File: src/design/fcm_pkg.sv
// shared types, constants and lookup functions of the false-color mapper
package fcm_pkg;

    localparam int MAX_COLORS_DEF = 6;
    localparam int PALETTE_SIZE   = 6;
    localparam int CHAN_W         = 8;
    localparam int COLOR_W        = 3 * CHAN_W;
    localparam int CNT_W          = 3;
    localparam int RECIP_W        = 19;
    localparam int RECIP_SHIFT    = 24;
    localparam int NUM_STAGES     = 6;
    localparam int ADDR_W         = 5;
    localparam int DATA_W         = 32;

    // register index, byte address is four times the index
    typedef enum logic [2:0] {
        REG_SOFT_MODE   = 3'd0,
        REG_COLOR_COUNT = 3'd1,
        REG_COLOR_0     = 3'd2,
        REG_COLOR_1     = 3'd3,
        REG_COLOR_2     = 3'd4,
        REG_COLOR_3     = 3'd5,
        REG_COLOR_4     = 3'd6,
        REG_COLOR_5     = 3'd7
    } reg_idx_t;

    typedef struct packed {
        logic                                  soft_mode;
        logic [CNT_W-1:0]                      color_count;
        logic [PALETTE_SIZE-1:0][COLOR_W-1:0]  colors;
    } cfg_t;

    // segment of the gray axis between two knots
    typedef struct packed {
        logic [CHAN_W-1:0]  l;
        logic [CHAN_W-1:0]  span;
        logic [RECIP_W-1:0] recip;
    } seg_t;

    // what the index stage hands to the channel lanes
    typedef struct packed {
        logic [CHAN_W-1:0]  off;
        logic [CHAN_W-1:0]  span;
        logic [RECIP_W-1:0] recip;
        logic [COLOR_W-1:0] c_lo;
        logic [COLOR_W-1:0] c_hi;
    } knot_t;

    typedef struct packed {
        logic [NUM_STAGES-1:0] en;
    } pipe_ctl_t;

    // floor(x / 255) for x below 2040
    function automatic logic [CNT_W-1:0] div255(input logic [10:0] x);
        logic [11:0] sum;
        sum = {1'b0, x} + {9'b0, x[10:8]} + 12'd1;
        return sum[10:8];
    endfunction

    // knot position, span and floor(2^24 / span) for n entries and lower knot
    function automatic seg_t seg_lookup(input logic [CNT_W-1:0] n,
                                        input logic [CNT_W-1:0] low);
        seg_t s;
        s = '{l: 8'd0, span: 8'd1, recip: 19'd0};
        case ({n, low})
            {3'd2, 3'd0}: s = '{l: 8'd0,   span: 8'd255, recip: 19'd65793};
            {3'd3, 3'd0}: s = '{l: 8'd0,   span: 8'd127, recip: 19'd132104};
            {3'd3, 3'd1}: s = '{l: 8'd127, span: 8'd128, recip: 19'd131072};
            {3'd4, 3'd0}: s = '{l: 8'd0,   span: 8'd85,  recip: 19'd197379};
            {3'd4, 3'd1}: s = '{l: 8'd85,  span: 8'd85,  recip: 19'd197379};
            {3'd4, 3'd2}: s = '{l: 8'd170, span: 8'd85,  recip: 19'd197379};
            {3'd5, 3'd0}: s = '{l: 8'd0,   span: 8'd63,  recip: 19'd266305};
            {3'd5, 3'd1}: s = '{l: 8'd63,  span: 8'd64,  recip: 19'd262144};
            {3'd5, 3'd2}: s = '{l: 8'd127, span: 8'd64,  recip: 19'd262144};
            {3'd5, 3'd3}: s = '{l: 8'd191, span: 8'd64,  recip: 19'd262144};
            {3'd6, 3'd0}: s = '{l: 8'd0,   span: 8'd51,  recip: 19'd328965};
            {3'd6, 3'd1}: s = '{l: 8'd51,  span: 8'd51,  recip: 19'd328965};
            {3'd6, 3'd2}: s = '{l: 8'd102, span: 8'd51,  recip: 19'd328965};
            {3'd6, 3'd3}: s = '{l: 8'd153, span: 8'd51,  recip: 19'd328965};
            {3'd6, 3'd4}: s = '{l: 8'd204, span: 8'd51,  recip: 19'd328965};
            default:      s = '{l: 8'd0,   span: 8'd1,   recip: 19'd0};
        endcase
        return s;
    endfunction

endpackage

File: src/design/fcm_regs.sv
// configuration registers behind the apb port
module fcm_regs (
    input  logic                        aclk,
    input  logic                        aresetn,
    input  logic                        psel,
    input  logic                        penable,
    input  logic                        pwrite,
    input  logic [fcm_pkg::ADDR_W-1:0]  paddr,
    input  logic [fcm_pkg::DATA_W-1:0]  pwdata,
    output logic [fcm_pkg::DATA_W-1:0]  prdata,
    output logic                        pready,
    output fcm_pkg::cfg_t               cfg
);
    import fcm_pkg::*;

    cfg_t     cfg_reg;
    reg_idx_t idx;
    logic     wr_en;

    assign pready = 1'b1;
    assign idx    = reg_idx_t'(paddr[ADDR_W-1:2]);
    assign wr_en  = psel && penable && pwrite && pready;
    assign cfg    = cfg_reg;

    always_ff @(posedge aclk) begin
        if (!aresetn) begin
            cfg_reg.soft_mode   <= 1'b0;
            cfg_reg.color_count <= CNT_W'(4);
            cfg_reg.colors[0]   <= 24'h000000;
            cfg_reg.colors[1]   <= 24'hFF0000;
            cfg_reg.colors[2]   <= 24'hFFFFFF;
            cfg_reg.colors[3]   <= 24'hFFFFFF;
            cfg_reg.colors[4]   <= 24'h000000;
            cfg_reg.colors[5]   <= 24'h000000;
        end else if (wr_en) begin
            unique case (idx)
                REG_SOFT_MODE:   cfg_reg.soft_mode   <= pwdata[0];
                REG_COLOR_COUNT: cfg_reg.color_count <= pwdata[CNT_W-1:0];
                REG_COLOR_0:     cfg_reg.colors[0]   <= pwdata[COLOR_W-1:0];
                REG_COLOR_1:     cfg_reg.colors[1]   <= pwdata[COLOR_W-1:0];
                REG_COLOR_2:     cfg_reg.colors[2]   <= pwdata[COLOR_W-1:0];
                REG_COLOR_3:     cfg_reg.colors[3]   <= pwdata[COLOR_W-1:0];
                REG_COLOR_4:     cfg_reg.colors[4]   <= pwdata[COLOR_W-1:0];
                REG_COLOR_5:     cfg_reg.colors[5]   <= pwdata[COLOR_W-1:0];
                default:         cfg_reg             <= cfg_reg;
            endcase
        end
    end

    always_comb begin
        prdata = '0;
        unique case (idx)
            REG_SOFT_MODE:   prdata = DATA_W'(cfg_reg.soft_mode);
            REG_COLOR_COUNT: prdata = DATA_W'(cfg_reg.color_count);
            REG_COLOR_0:     prdata = DATA_W'(cfg_reg.colors[0]);
            REG_COLOR_1:     prdata = DATA_W'(cfg_reg.colors[1]);
            REG_COLOR_2:     prdata = DATA_W'(cfg_reg.colors[2]);
            REG_COLOR_3:     prdata = DATA_W'(cfg_reg.colors[3]);
            REG_COLOR_4:     prdata = DATA_W'(cfg_reg.colors[4]);
            REG_COLOR_5:     prdata = DATA_W'(cfg_reg.colors[5]);
            default:         prdata = '0;
        endcase
    end

endmodule

File: src/design/fcm_index.sv
// palette index stage: picks the two knot colors and the blend segment
module fcm_index #(
    parameter int MAX_COLORS = fcm_pkg::MAX_COLORS_DEF
) (
    input  logic                        aclk,
    input  logic                        en,
    input  fcm_pkg::cfg_t               cfg,
    input  logic [fcm_pkg::CHAN_W-1:0]  gray,
    output fcm_pkg::knot_t              knot_reg
);
    import fcm_pkg::*;

    logic [CNT_W-1:0] n;
    logic [CNT_W-1:0] n_m1;
    logic [CNT_W-1:0] band;
    logic [CNT_W-1:0] low;
    logic [10:0]      band_prod;
    logic [10:0]      low_prod;
    seg_t             seg;
    knot_t            knot_next;

    assign n = (cfg.color_count > CNT_W'(MAX_COLORS)) ? CNT_W'(MAX_COLORS)
                                                      : cfg.color_count;
    assign n_m1      = n - CNT_W'(1);
    assign band_prod = 11'(n) * 11'(gray);
    assign low_prod  = 11'(n_m1) * 11'(gray);

    always_comb begin
        band = div255(band_prod);
        if (band > n_m1) begin
            band = n_m1;
        end
        low = div255(low_prod);
        if (low > n - CNT_W'(2)) begin
            low = n - CNT_W'(2);
        end
        seg = seg_lookup(n, low);

        knot_next = '{off: '0, span: 8'd1, recip: '0, c_lo: '0, c_hi: '0};
        if (n == '0) begin
            // empty palette stays black
            knot_next.c_lo = '0;
            knot_next.c_hi = '0;
        end else if (!cfg.soft_mode) begin
            knot_next.c_lo = cfg.colors[band];
            knot_next.c_hi = cfg.colors[band];
        end else if (n == CNT_W'(1)) begin
            knot_next.c_lo = cfg.colors[0];
            knot_next.c_hi = cfg.colors[0];
        end else begin
            knot_next.off   = gray - seg.l;
            knot_next.span  = seg.span;
            knot_next.recip = seg.recip;
            knot_next.c_lo  = cfg.colors[low];
            knot_next.c_hi  = cfg.colors[low + CNT_W'(1)];
        end
    end

    always_ff @(posedge aclk) begin
        if (en) begin
            knot_reg <= knot_next;
        end
    end

endmodule

File: src/design/fcm_lane.sv
// one color channel: scaled difference, reciprocal divide, floor and clamp
module fcm_lane (
    input  logic                         aclk,
    input  fcm_pkg::pipe_ctl_t           ctl,
    input  logic [fcm_pkg::CHAN_W-1:0]   off,
    input  logic [fcm_pkg::CHAN_W-1:0]   span,
    input  logic [fcm_pkg::RECIP_W-1:0]  recip,
    input  logic [fcm_pkg::CHAN_W-1:0]   c_lo,
    input  logic [fcm_pkg::CHAN_W-1:0]   c_hi,
    output logic [fcm_pkg::CHAN_W-1:0]   chan_reg
);
    import fcm_pkg::*;

    localparam int PROD_W = 2 * CHAN_W;
    localparam int REM_W  = CHAN_W + 1;
    localparam int FULL_W = PROD_W + RECIP_W;

    // stage 2: magnitude of offset times color step
    logic [PROD_W-1:0]  mag2_reg;
    logic               neg2_reg;
    logic [CHAN_W-1:0]  cl2_reg, span2_reg;
    logic [RECIP_W-1:0] recip2_reg;
    logic [CHAN_W-1:0]  step_abs;
    logic               step_neg;

    // stage 3: quotient estimate
    logic [PROD_W-1:0]  mag3_reg;
    logic               neg3_reg;
    logic [CHAN_W-1:0]  cl3_reg, span3_reg, q3_reg;
    logic [FULL_W-1:0]  est_full;

    // stage 4: remainder of the estimate
    logic [REM_W-1:0]   rem4_reg;
    logic               neg4_reg;
    logic [CHAN_W-1:0]  cl4_reg, span4_reg, q4_reg;
    logic [PROD_W-1:0]  qs;
    logic [PROD_W-1:0]  rem_full;

    // stage 5: correction, floor toward minus infinity, clamp
    logic [REM_W-1:0]   q_adj, rem_adj, up;
    logic [REM_W:0]     sum;
    logic [CHAN_W-1:0]  chan_next;

    assign step_neg = c_hi < c_lo;
    assign step_abs = step_neg ? (c_lo - c_hi) : (c_hi - c_lo);
    assign est_full = FULL_W'(mag2_reg) * FULL_W'(recip2_reg);
    assign qs       = PROD_W'(q3_reg) * PROD_W'(span3_reg);
    assign rem_full = mag3_reg - qs;

    always_comb begin
        if (rem4_reg >= REM_W'(span4_reg)) begin
            q_adj   = REM_W'(q4_reg) + REM_W'(1);
            rem_adj = rem4_reg - REM_W'(span4_reg);
        end else begin
            q_adj   = REM_W'(q4_reg);
            rem_adj = rem4_reg;
        end
        up = (neg4_reg && rem_adj != '0) ? q_adj + REM_W'(1) : q_adj;
        if (neg4_reg) begin
            sum       = (REM_W + 1)'(cl4_reg) - (REM_W + 1)'(up);
            chan_next = (up > REM_W'(cl4_reg)) ? '0 : sum[CHAN_W-1:0];
        end else begin
            sum       = (REM_W + 1)'(cl4_reg) + (REM_W + 1)'(up);
            chan_next = (sum > (REM_W + 1)'(255)) ? 8'hFF : sum[CHAN_W-1:0];
        end
    end

    always_ff @(posedge aclk) begin
        if (ctl.en[2]) begin
            mag2_reg   <= PROD_W'(off) * PROD_W'(step_abs);
            neg2_reg   <= step_neg;
            cl2_reg    <= c_lo;
            span2_reg  <= span;
            recip2_reg <= recip;
        end
        if (ctl.en[3]) begin
            mag3_reg  <= mag2_reg;
            neg3_reg  <= neg2_reg;
            cl3_reg   <= cl2_reg;
            span3_reg <= span2_reg;
            q3_reg    <= est_full[RECIP_SHIFT +: CHAN_W];
        end
        if (ctl.en[4]) begin
            rem4_reg  <= rem_full[REM_W-1:0];
            neg4_reg  <= neg3_reg;
            cl4_reg   <= cl3_reg;
            span4_reg <= span3_reg;
            q4_reg    <= q3_reg;
        end
        if (ctl.en[5]) begin
            chan_reg <= chan_next;
        end
    end

endmodule

File: src/design/gray_to_false_color_map_top.sv
// top level of the false-color mapper: apb registers, index stage, three color lanes
//
// Each transaction on the input stream is one gray-plus-alpha pixel; each
// transaction on the output stream is the alpha byte and the mapped RGB color.
// The pipeline takes one pixel per clock and keeps that rate as long as the
// output side is ready; a pixel passes six register stages (input register,
// palette index stage, then four stages per color lane: product, reciprocal
// multiply, remainder, and floor/clamp) on its way to the output. Every stage
// holds when the stage after it is full and stalled, so backpressure ripples
// back to s_tready with no loss. Blend division uses a per-segment reciprocal
// from a constant table plus one correction step, so no divider sits in the
// path. The user must write configuration through the apb port only while no
// pixel is in flight; the block does not enforce this. color_count above
// MAX_COLORS is saturated.
module gray_to_false_color_map_top #(
    parameter int MAX_COLORS = fcm_pkg::MAX_COLORS_DEF
) (
    input  logic                        aclk,
    input  logic                        aresetn,
    // apb configuration port
    input  logic                        psel,
    input  logic                        penable,
    input  logic                        pwrite,
    input  logic [fcm_pkg::ADDR_W-1:0]  paddr,
    input  logic [fcm_pkg::DATA_W-1:0]  pwdata,
    output logic [fcm_pkg::DATA_W-1:0]  prdata,
    output logic                        pready,
    // pixel input stream
    input  logic                        s_tvalid,
    output logic                        s_tready,
    input  logic [15:0]                 s_tdata,  // gray [7:0], alpha [15:8]
    // color output stream
    output logic                        m_tvalid,
    input  logic                        m_tready,
    output logic [31:0]                 m_tdata   // out_alpha, red, green, blue from bit 0
);
    import fcm_pkg::*;

    cfg_t                  cfg;
    knot_t                 knot;
    pipe_ctl_t             ctl;
    logic [NUM_STAGES-1:0] valid_reg;
    logic [CHAN_W-1:0]     gray_reg;
    logic [CHAN_W-1:0]     alpha_reg [NUM_STAGES];
    logic [CHAN_W-1:0]     red, green, blue;

    fcm_regs u_regs (
        .aclk    (aclk),
        .aresetn (aresetn),
        .psel    (psel),
        .penable (penable),
        .pwrite  (pwrite),
        .paddr   (paddr),
        .pwdata  (pwdata),
        .prdata  (prdata),
        .pready  (pready),
        .cfg     (cfg)
    );

    // a stage loads when it is empty or its content moves on this cycle
    always_comb begin
        ctl.en[NUM_STAGES-1] = !valid_reg[NUM_STAGES-1] || m_tready;
        for (int k = NUM_STAGES - 2; k >= 0; k--) begin
            ctl.en[k] = !valid_reg[k] || ctl.en[k+1];
        end
    end

    assign s_tready = ctl.en[0];
    assign m_tvalid = valid_reg[NUM_STAGES-1];

    // valid bits travel with the data
    always_ff @(posedge aclk) begin
        if (!aresetn) begin
            valid_reg <= '0;
        end else begin
            if (ctl.en[0]) begin
                valid_reg[0] <= s_tvalid;
            end
            for (int k = 1; k < NUM_STAGES; k++) begin
                if (ctl.en[k]) begin
                    valid_reg[k] <= valid_reg[k-1];
                end
            end
        end
    end

    // input register and alpha delay line
    always_ff @(posedge aclk) begin
        if (ctl.en[0]) begin
            gray_reg     <= s_tdata[CHAN_W-1:0];
            alpha_reg[0] <= s_tdata[2*CHAN_W-1:CHAN_W];
        end
        for (int k = 1; k < NUM_STAGES; k++) begin
            if (ctl.en[k]) begin
                alpha_reg[k] <= alpha_reg[k-1];
            end
        end
    end

    fcm_index #(
        .MAX_COLORS (MAX_COLORS)
    ) u_index (
        .aclk     (aclk),
        .en       (ctl.en[1]),
        .cfg      (cfg),
        .gray     (gray_reg),
        .knot_reg (knot)
    );

    fcm_lane u_lane_red (
        .aclk     (aclk),
        .ctl      (ctl),
        .off      (knot.off),
        .span     (knot.span),
        .recip    (knot.recip),
        .c_lo     (knot.c_lo[23:16]),
        .c_hi     (knot.c_hi[23:16]),
        .chan_reg (red)
    );

    fcm_lane u_lane_green (
        .aclk     (aclk),
        .ctl      (ctl),
        .off      (knot.off),
        .span     (knot.span),
        .recip    (knot.recip),
        .c_lo     (knot.c_lo[15:8]),
        .c_hi     (knot.c_hi[15:8]),
        .chan_reg (green)
    );

    fcm_lane u_lane_blue (
        .aclk     (aclk),
        .ctl      (ctl),
        .off      (knot.off),
        .span     (knot.span),
        .recip    (knot.recip),
        .c_lo     (knot.c_lo[7:0]),
        .c_hi     (knot.c_hi[7:0]),
        .chan_reg (blue)
    );

    assign m_tdata = {blue, green, red, alpha_reg[NUM_STAGES-1]};

endmodule

File: config.mk
export PLATFORM = sky130hd
export DESIGN_NAME = gray_to_false_color_map_top
export DESIGN_NICKNAME = d
export VERILOG_FILES = /design/src/design/fcm_pkg.sv /design/src/design/fcm_regs.sv /design/src/design/fcm_index.sv /design/src/design/fcm_lane.sv /design/src/design/gray_to_false_color_map_top.sv
export SDC_FILE = /design/constraint.sdc
export NUM_CORES = 2
export LEC_CHECK = 0
export ABC_AREA = 0
export BUFFER_PORTS_ARGS = -buffer_cell sky130_fd_sc_hd__buf_2
export CAP_MARGIN = 15
export CORE_UTILIZATION = 45
export DETAILED_ROUTE_END_ITERATION = 10
export GPL_ROUTABILITY_DRIVEN = 0
export MAX_ROUTING_LAYER = met4
export PLACE_DENSITY = 0.62
export RECOVER_POWER = 100
export SLEW_MARGIN = 20
export SYNTH_ARGS = -nofsm -noshare
export SYNTH_HDL_FRONTEND = slang
export SYNTH_SLANG_ARGS = --single-unit
File: constraint.sdc
create_clock -name aclk -period 11.8 [get_ports aclk]
set_input_delay 1.18 -clock aclk [delete_from_list [all_inputs] [get_ports aclk]]
set_output_delay 1.18 -clock aclk [all_outputs]
set_load 0.01 [all_outputs]
Word level (Yosys, flattened, before mapping)
Memories as Yosys holds them, arrays and structs flattened.
Index checks and enable logic that the tools add are counted.
{"block": "word_totals", "in_bits": 60, "out_inout_bits": 67, "ramBits": 48, "mem_count": 2, "elab_cells": 208, "reg_bits": 543, "romBits": 1792}
{"block": "classes", "muxes": 45, "n_mul": 11, "magnitude_cmp": 18, "n_eq_ne": 8, "bitwise_logic": 1, "n_reduce_logical": 31, "add_sub_neg": 32}
{"name": "(name not given)", "depth": 64, "width": 28, "rd": 1, "rd_ports_with_merged_regs": 0, "wr": 0, "line_no": "fcm_pkg.sv:65", "text": "case ({n, low})"}
{"name": "alpha_reg", "depth": 6, "width": 8, "rd": 6, "rd_ports_with_merged_regs": 0, "wr": 6, "line_no": "gray_to_false_color_map_top.sv:44", "text": "logic [CHAN_W-1:0] alpha_reg [NUM_STAGES];"}
{"cell": "$pmux 32 s8", "count": 1}
{"cell": "$bmux 24 s3", "count": 3}
{"cell": "$mul 16x19->32", "count": 3}
{"cell": "$mux 48", "count": 2}
{"cell": "$mux 8", "count": 12}
{"cell": "$mux 9", "count": 9}
{"cell": "$sub 8x8->8", "count": 10}
{"cell": "$mux 24", "count": 3}
{"cell": "$mul 8x8->16", "count": 3}
{"cell": "$add 8x9->10", "count": 3}
{"cell": "$gt 10x8->1 const B", "count": 3}
{"cell": "$add 8x1->9 const B", "count": 3}
{"cell": "$add 9x1->9 const B", "count": 3}
{"cell": "$ge 9x8->1", "count": 3}
{"cell": "$gt 9x8->1", "count": 3}
{"cell": "$mul 8x8->9", "count": 3}
{"cell": "$reduce_bool 9->1", "count": 3}
{"cell": "$sub 9x8->9", "count": 3}
{"cell": "$sub 9x9->9", "count": 3}
{"cell": "$lt 8x8->1", "count": 3}
{"cell": "$add 11x1->11 const B", "count": 2}
{"cell": "$add 11x3->11", "count": 2}
{"cell": "$mul 3x8->11", "count": 2}
{"cell": "$reduce_and 2->1", "count": 8}
{"cell": "17 further kinds", "count": 53}

Logic depth before layout (Yosys ltp)
{"block": "logic_depth", "word_depth": 13, "depth_mapped": 48, "depth_no_buf": 44}

Hierarchy
From an unflattened synthesis, not the netlist that was laid out.
{"block": "unflattened", "hier_cells": 7433, "area_unflattened_um2": 73301.6}
{"module": "fcm_lane at u_lane_blue", "cells_each": 1925, "area_per_inst_um2": 18906.9, "seq_area_each_um2": 3843.7, "instances": 1}
{"module": "fcm_lane at u_lane_red", "cells_each": 1877, "area_per_inst_um2": 18494.0, "seq_area_each_um2": 3843.7, "instances": 1}
{"module": "fcm_lane at u_lane_green", "cells_each": 1849, "area_per_inst_um2": 18406.4, "seq_area_each_um2": 3843.7, "instances": 1}
{"module": "fcm_index", "cells_each": 981, "area_per_inst_um2": 8831.0, "seq_area_each_um2": 2162.1, "instances": 1}
{"module": "fcm_regs", "cells_each": 719, "area_per_inst_um2": 6747.7, "seq_area_each_um2": 2962.8, "instances": 1}
{"module": "gray_to_false_color_map_top", "cells_each": 82, "area_per_inst_um2": 1915.6, "seq_area_each_um2": 1801.7, "instances": 1}

Worst setup path before layout
Ideal clock, no wire load.
{"block": "synth_timing", "path_type": "reg2reg", "from": "reg u_regs.cfg_reg, in the netlist u_regs.cfg[145]", "to": "reg u_index.knot_reg[82] (netlist bit) (data pin)", "t_arrival_ps": 9512, "n_path_buf": 6, "period_less_slack_ps": 9772, "stages_incl_launch_ff": 48, "required_ps": 11540, "slack_ps": 2028, "setup_time_ps": 260, "cell_sequence": "dfxtp_1 > ha_1 > nand2b_1 > buf_2 > clkbuf_1 > clkbuf_1 > ha_1 > xnor2_1 > and2_1 > fa_1 > ha_1 > a21o_1 > or3_1 > o22ai_1 > xnor2_1 > ha_1 > a21oi_2 > a41oi_4 > [... 12 more ...] > clkbuf_1 > clkbuf_1 > a211oi_1 > a21oi_1 > o21ai_0 > nand2_1 > ha_1 > nor2b_1 > o21ai_0 > a21boi_0 > o21ai_0 > a21oi_1 > o21ai_0 > nand2b_1 > xnor2_1 > a2111oi_0 > a311oi_1 > nand2_1"}
{"block": "synth_via", "elab_chain_len": 10, "word_cells_on_any_way": 14, "cone_classes": "add/sub (5); mul (1); order compare (2); eq/ne (1); mux (2); reduce/logical (2); memory (1)"}
{"item": "from (decl)", "line_no": "fcm_regs.sv:16", "text": "cfg_t cfg_reg;"}
{"item": "from (signal assigned)", "line_no": "fcm_regs.sv:45", "text": "default: cfg_reg <= cfg_reg;"}
{"item": "$gt 3x3->1", "line_no": "fcm_index.sv:22", "text": "assign n = (cfg.color_count > CNT_W'(MAX_COLORS)) ? CNT_W'(MAX_COLORS)"}
{"item": "$mux 3 *", "line_no": "fcm_index.sv:22"}
{"item": "$sub 3x1->3", "line_no": "fcm_index.sv:24", "text": "assign n_m1 = n - CNT_W'(1);"}
{"item": "$mul 3x8->11", "line_no": "fcm_index.sv:26", "text": "assign low_prod = 11'(n_m1) * 11'(gray);"}
{"item": "$add 11x3->11", "line_no": "fcm_pkg.sv:56", "text": "sum = {1'b0, x} + {9'b0, x[10:8]} + 12'd1;"}
{"item": "$add 11x1->11", "line_no": "fcm_pkg.sv:56"}
{"item": "$gt 3x3->1", "line_no": "fcm_index.sv:34", "text": "if (low > n - CNT_W'(2)) begin"}
{"item": "$mux 3", "line_no": "fcm_index.sv:34"}
{"item": "$mem_v2 64x28"}
{"item": "$sub 8x8->8", "line_no": "fcm_index.sv:51", "text": "knot_next.off = gray - seg.l;"}
{"item": "to (signal assigned)", "line_no": "fcm_index.sv:61", "text": "knot_reg <= knot_next;"}
{"item": "to (decl)", "line_no": "fcm_index.sv:9", "text": "output fcm_pkg::knot_t knot_reg"}
Every way passes the cells marked *; elsewhere a longest branch is shown, timed or not.
A chain may end at the register's enable or synchronous reset.

Worst setup path in the final report
{"block": "layout_timing", "from": "reg u_regs.cfg_reg, in the netlist u_regs.cfg[146]", "to": "reg u_index.knot_reg[35] (netlist bit) (data pin)"}
{"block": "layout_via", "elab_chain_len": 12, "word_cells_on_any_way": 22, "cone_classes": "add/sub (6); mul (2); order compare (3); eq/ne (1); mux (9); reduce/logical (1)"}
{"item": "$gt 3x3->1", "line_no": "fcm_index.sv:22"}
{"item": "$mux 3 *", "line_no": "fcm_index.sv:22"}
{"item": "$sub 3x1->3", "line_no": "fcm_index.sv:24"}
{"item": "$mul 3x8->11", "line_no": "fcm_index.sv:26"}
{"item": "$add 11x3->11", "line_no": "fcm_pkg.sv:56"}
{"item": "$add 11x1->11", "line_no": "fcm_pkg.sv:56"}
{"item": "$gt 3x3->1", "line_no": "fcm_index.sv:34"}
{"item": "$mux 3", "line_no": "fcm_index.sv:34"}
{"item": "$bmux 24 s3", "line_no": "fcm_index.sv:54", "text": "knot_next.c_lo = cfg.colors[low];"}
{"item": "$mux 24 (implied by the code)", "line_no": "fcm_index.sv:54"}
{"item": "$mux 48", "line_no": "fcm_index.sv:47", "text": "end else if (n == CNT_W'(1)) begin"}
{"item": "$mux 48", "line_no": "fcm_index.sv:44", "text": "end else if (!cfg.soft_mode) begin"}
Every way passes the cells marked *; elsewhere a longest branch is shown, timed or not. The select of a mux whose other input is x is not followed.

==> summary.md <==
| Metric | Value |
|---|---|
| Outcome | finished, violations left |
| Violated checks | capacitance limit, slew limit |
| Mux cell area share after synthesis | 3.36% |
| Row Count | 135 |
| EDFF count, synth | 413 |
| Post-Synthesis Cells | 6399 |
| H-tree depth | 3 |
| Vias/cell | 5.53 |
| Slowest CP cell | a21oi_1 |
| Synth Area in Simple Gates | 15.5% |
| Area share of the largest cell type after synthesis | 20.0% |
| Asr flop ratio synth | 0% |
| Syn avg cell area | 9.69 um2 |
| Total wire length | 162000 um |
| Post-synth top flop | edfxtp_1 |
| Most common library cells after synthesis | 936 x inv_1, 826 x ha_1, 688 x nand2_1 |
| Post-synthesis sequential area ratio | 25.0% |
| Reg2Reg Setup Slack | 0.67 ns |
| TNS Setup | 0 ns |
| Setup-failing EPs final | 0 |
| Fillers | 12700 |
| RSZ-0062 raised after global routing | no |
| Register area | 15500 um2 |
| # IOs | 127 |
| Adder-Cell Fraction of Synth Area | 35.1% |
| P&R area growth vs syn | 7.33% |
| Number of placed cells counting well taps | 8124 |
| DR pass1 iterations | 6 |
| Maximum buffer depth of the clock tree | 3 |
| CP Class | reg -> reg |
| Drt drc | 0 |
| Maximum VDD drop | 0.127 mV |
| #FFs+latches synth | 567 |
| Area leader, netlist | edfxtp_1 |
| Fmax | 0.0898 GHz |
| ANT nets after route | 0 |
| Leakage | 32.3 nW |
| P per Cell Area | 106 nW/um2 |
| Final Max Slew Viols | 837 |
| Max FFs per register | 148 |
| Synth Area in Compound Gates | 10.7% |
| Finished Layout Cells | 8251 |
| DIE WIDTH | 373 um |
| Crit-path max cell delay | 1.99 ns |
| Core ar. | 136000 um2 |
| WP data required | 12.17 ns |
| Worst skew pair latency | 0.68 ns |
| Synth warnings | 0 |
| WL/cell | 19.7 um |
| Multi-input logic area | 42100 um2 |
| Ranking of synthesized cells by area | edfxtp_1 20%, fa_1 18%, ha_1 17% |
| Cell Area, Synth | 62000 um2 |
| CTS root buf | clkbuf_16 |
| Fin crit period | 11.13 ns |
| Hold-critical path depth | 0 |
| Unique masters post-synth | 98 |
| Initial Utilization | 45.6% |
| CTS tree | yes |
| Die area | 139000 um2 |
| Post_cts resized | 0 |
| Layout cells sized above 1 | 5.44% |
| TritonCTS buffer count | 68 |
| Most frequent cell after synthesis | inv_1 |
| Critical Path Sink Type | flop |
| GRT overflow | 0 |
| Rel. slew slack | -174% |
| Worst hold path class | reg -> reg |
| Clock transition at the registers of the reported paths | 0.06 ns |
| Initial drt markers | 3312 |
| Largest net degree at the start of global routing | 115 |
| Antenna violations before repair | 3 |
| Reg2reg end | u_index.knot_reg[35] |
| Clock sinks | 567 |
| Hold-fix buffers at CTS | 0 |
| Hold path endpoint | alpha_reg[2][1] |
| Final HPWL DP | 123000 um |
| Worst slew pin tran | 4.11 ns |
| Largest family of logic cells by synthesized area | adder cells |
| Die Y-Extent | 373 um |
| Setup Fix Bufs, Post-CTS | 0 |
| First-pass GRT wire length | 259000 um |
| Critical path arrival | 11.50 ns |
| Fin crit share | 94.3% |
| MaxCap Viol Count | 24 |
| Vias | 45600 |
| Layout Skew | 0.0294 ns |
| Critical path peak fanout | 27 |
| Hold Crit Start | alpha_reg[1][1] |
| Final hold vios | 0 |
| PortBufs | 107 |
| Top cell by count, worst path | ha_1 |
| GRT Util Overall | 24.1% |
| Worst reg2reg path startpoint | u_regs.cfg[146] |
| CP Launch Type | flop |
| Register-to-Register Path Depth | 31 |
| Vias in the first global route | 46100 |
| Nets@finish | 7870 |
| Synth Area in XOR/XNOR | 3.11% |
## through the flow
step                      setup WS [ns]  util (%)  power, mW  cell area (um2)  hold slack [ns]
final                             0.670      48.9       7.08            66600            0.416
after global routing             0.0768      48.9       7.43            66600            0.421
after CTS                          1.14      49.1       7.13            66800            0.414
after detailed placement           1.18      47.3       4.90            64400            0.405
after global placement             1.32      47.3       4.87            64400            0.401
after floorplan                    2.03         -       4.12            62000            0.400
## layout by cell type (no fill, tap or decap), drive strengths merged, types with 72 or more instances in the layout
| master | Yosys | layout |
|---|---|---|
| xnor2 | 156 | 156 |
| inv | 940 | 949 |
| a21boi | 107 | 107 |
| ha | 826 | 826 |
| a21o | 72 | 72 |
| edfxtp | 413 | 413 |
| nor2 | 161 | 161 |
| o21ai | 126 | 126 |
| fa | 570 | 570 |
| buf | 33 | 95 |
| and2 | 534 | 534 |
| a22oi | 76 | 76 |
| nand2 | 689 | 689 |
| a21oi | 242 | 242 |
| nor2b | 86 | 86 |
| nand3 | 148 | 148 |
| clkbuf | 210 | 172 |
| dfxtp | 154 | 154 |
| mux2 | 82 | 82 |
## how the worst max path moves through the flow
stage	startpoint	endpoint	slack, ns
after floorplan	u_regs.cfg[145]	u_index.knot_reg[82]	2.03
after global placement	u_regs.cfg[146]	u_index.knot_reg[82]	1.32
after detailed placement	u_regs.cfg[146]	u_index.knot_reg[82]	1.18
after CTS	u_regs.cfg[146]	u_index.knot_reg[82]	1.14
after global routing	u_regs.cfg[146]	u_index.knot_reg[82]	0.08
final	u_regs.cfg[146]	u_index.knot_reg[35]	0.67
## cell type report
| cell class | count | area share (%) |
|---|---|---|
| multi-input cells | 4655 | 63.2 |
| well taps | 1781 | 3.35 |
| clock buffers | 86 | 2.80 |
| flip-flops and latches | 567 | 23.3 |
| clock inverters | 39 | 0.710 |
| inverters | 941 | 5.32 |
| repair buffers | 181 | 1.39 |
| diodes | 1 | 0.00376 |
## cell families (layout without fill, tap and decap cells)
group | after synthesis | count (layout)
buffers and inverters | 1184 | 1247
adders and majority gates | 1397 | 1397
xor gates and xnor gates | 220 | 220
muxes | 168 | 168
DFF | 567 | 567
other | 2 | 10
and+or+nand+nor | 1895 | 1895
AOI/OAI and AO/OA | 966 | 966
## routing by layer
layer	wire (um)	global-route usage, %	up-vias	part of all wire, %
met1	72700	32.1	22500	45
li1	-	-	21500	-
met3	8490	2.61	313	5.2
met2	75900	38.6	1302	47
met5	0	-	-	0
met4	5300	7.48	0	3.3
## worst max-delay path: cells and delay by family, from the launching register on
kind            cells  cell delay, ns
flops               1            0.48
compound gates     11            4.89
xor+xnor            1            0.18
buf+inv             3            1.36
fa+ha+maj           6            2.13
simple gates       10            1.73
## power by group
| part | internal, mW | switching [mW] |
|---|---|---|
| clock network | 1.29 | 0.917 |
| registers | 2.37 | 0.199 |
| logic | 0.853 | 1.45 |
(Power assumes the default switching activity.)
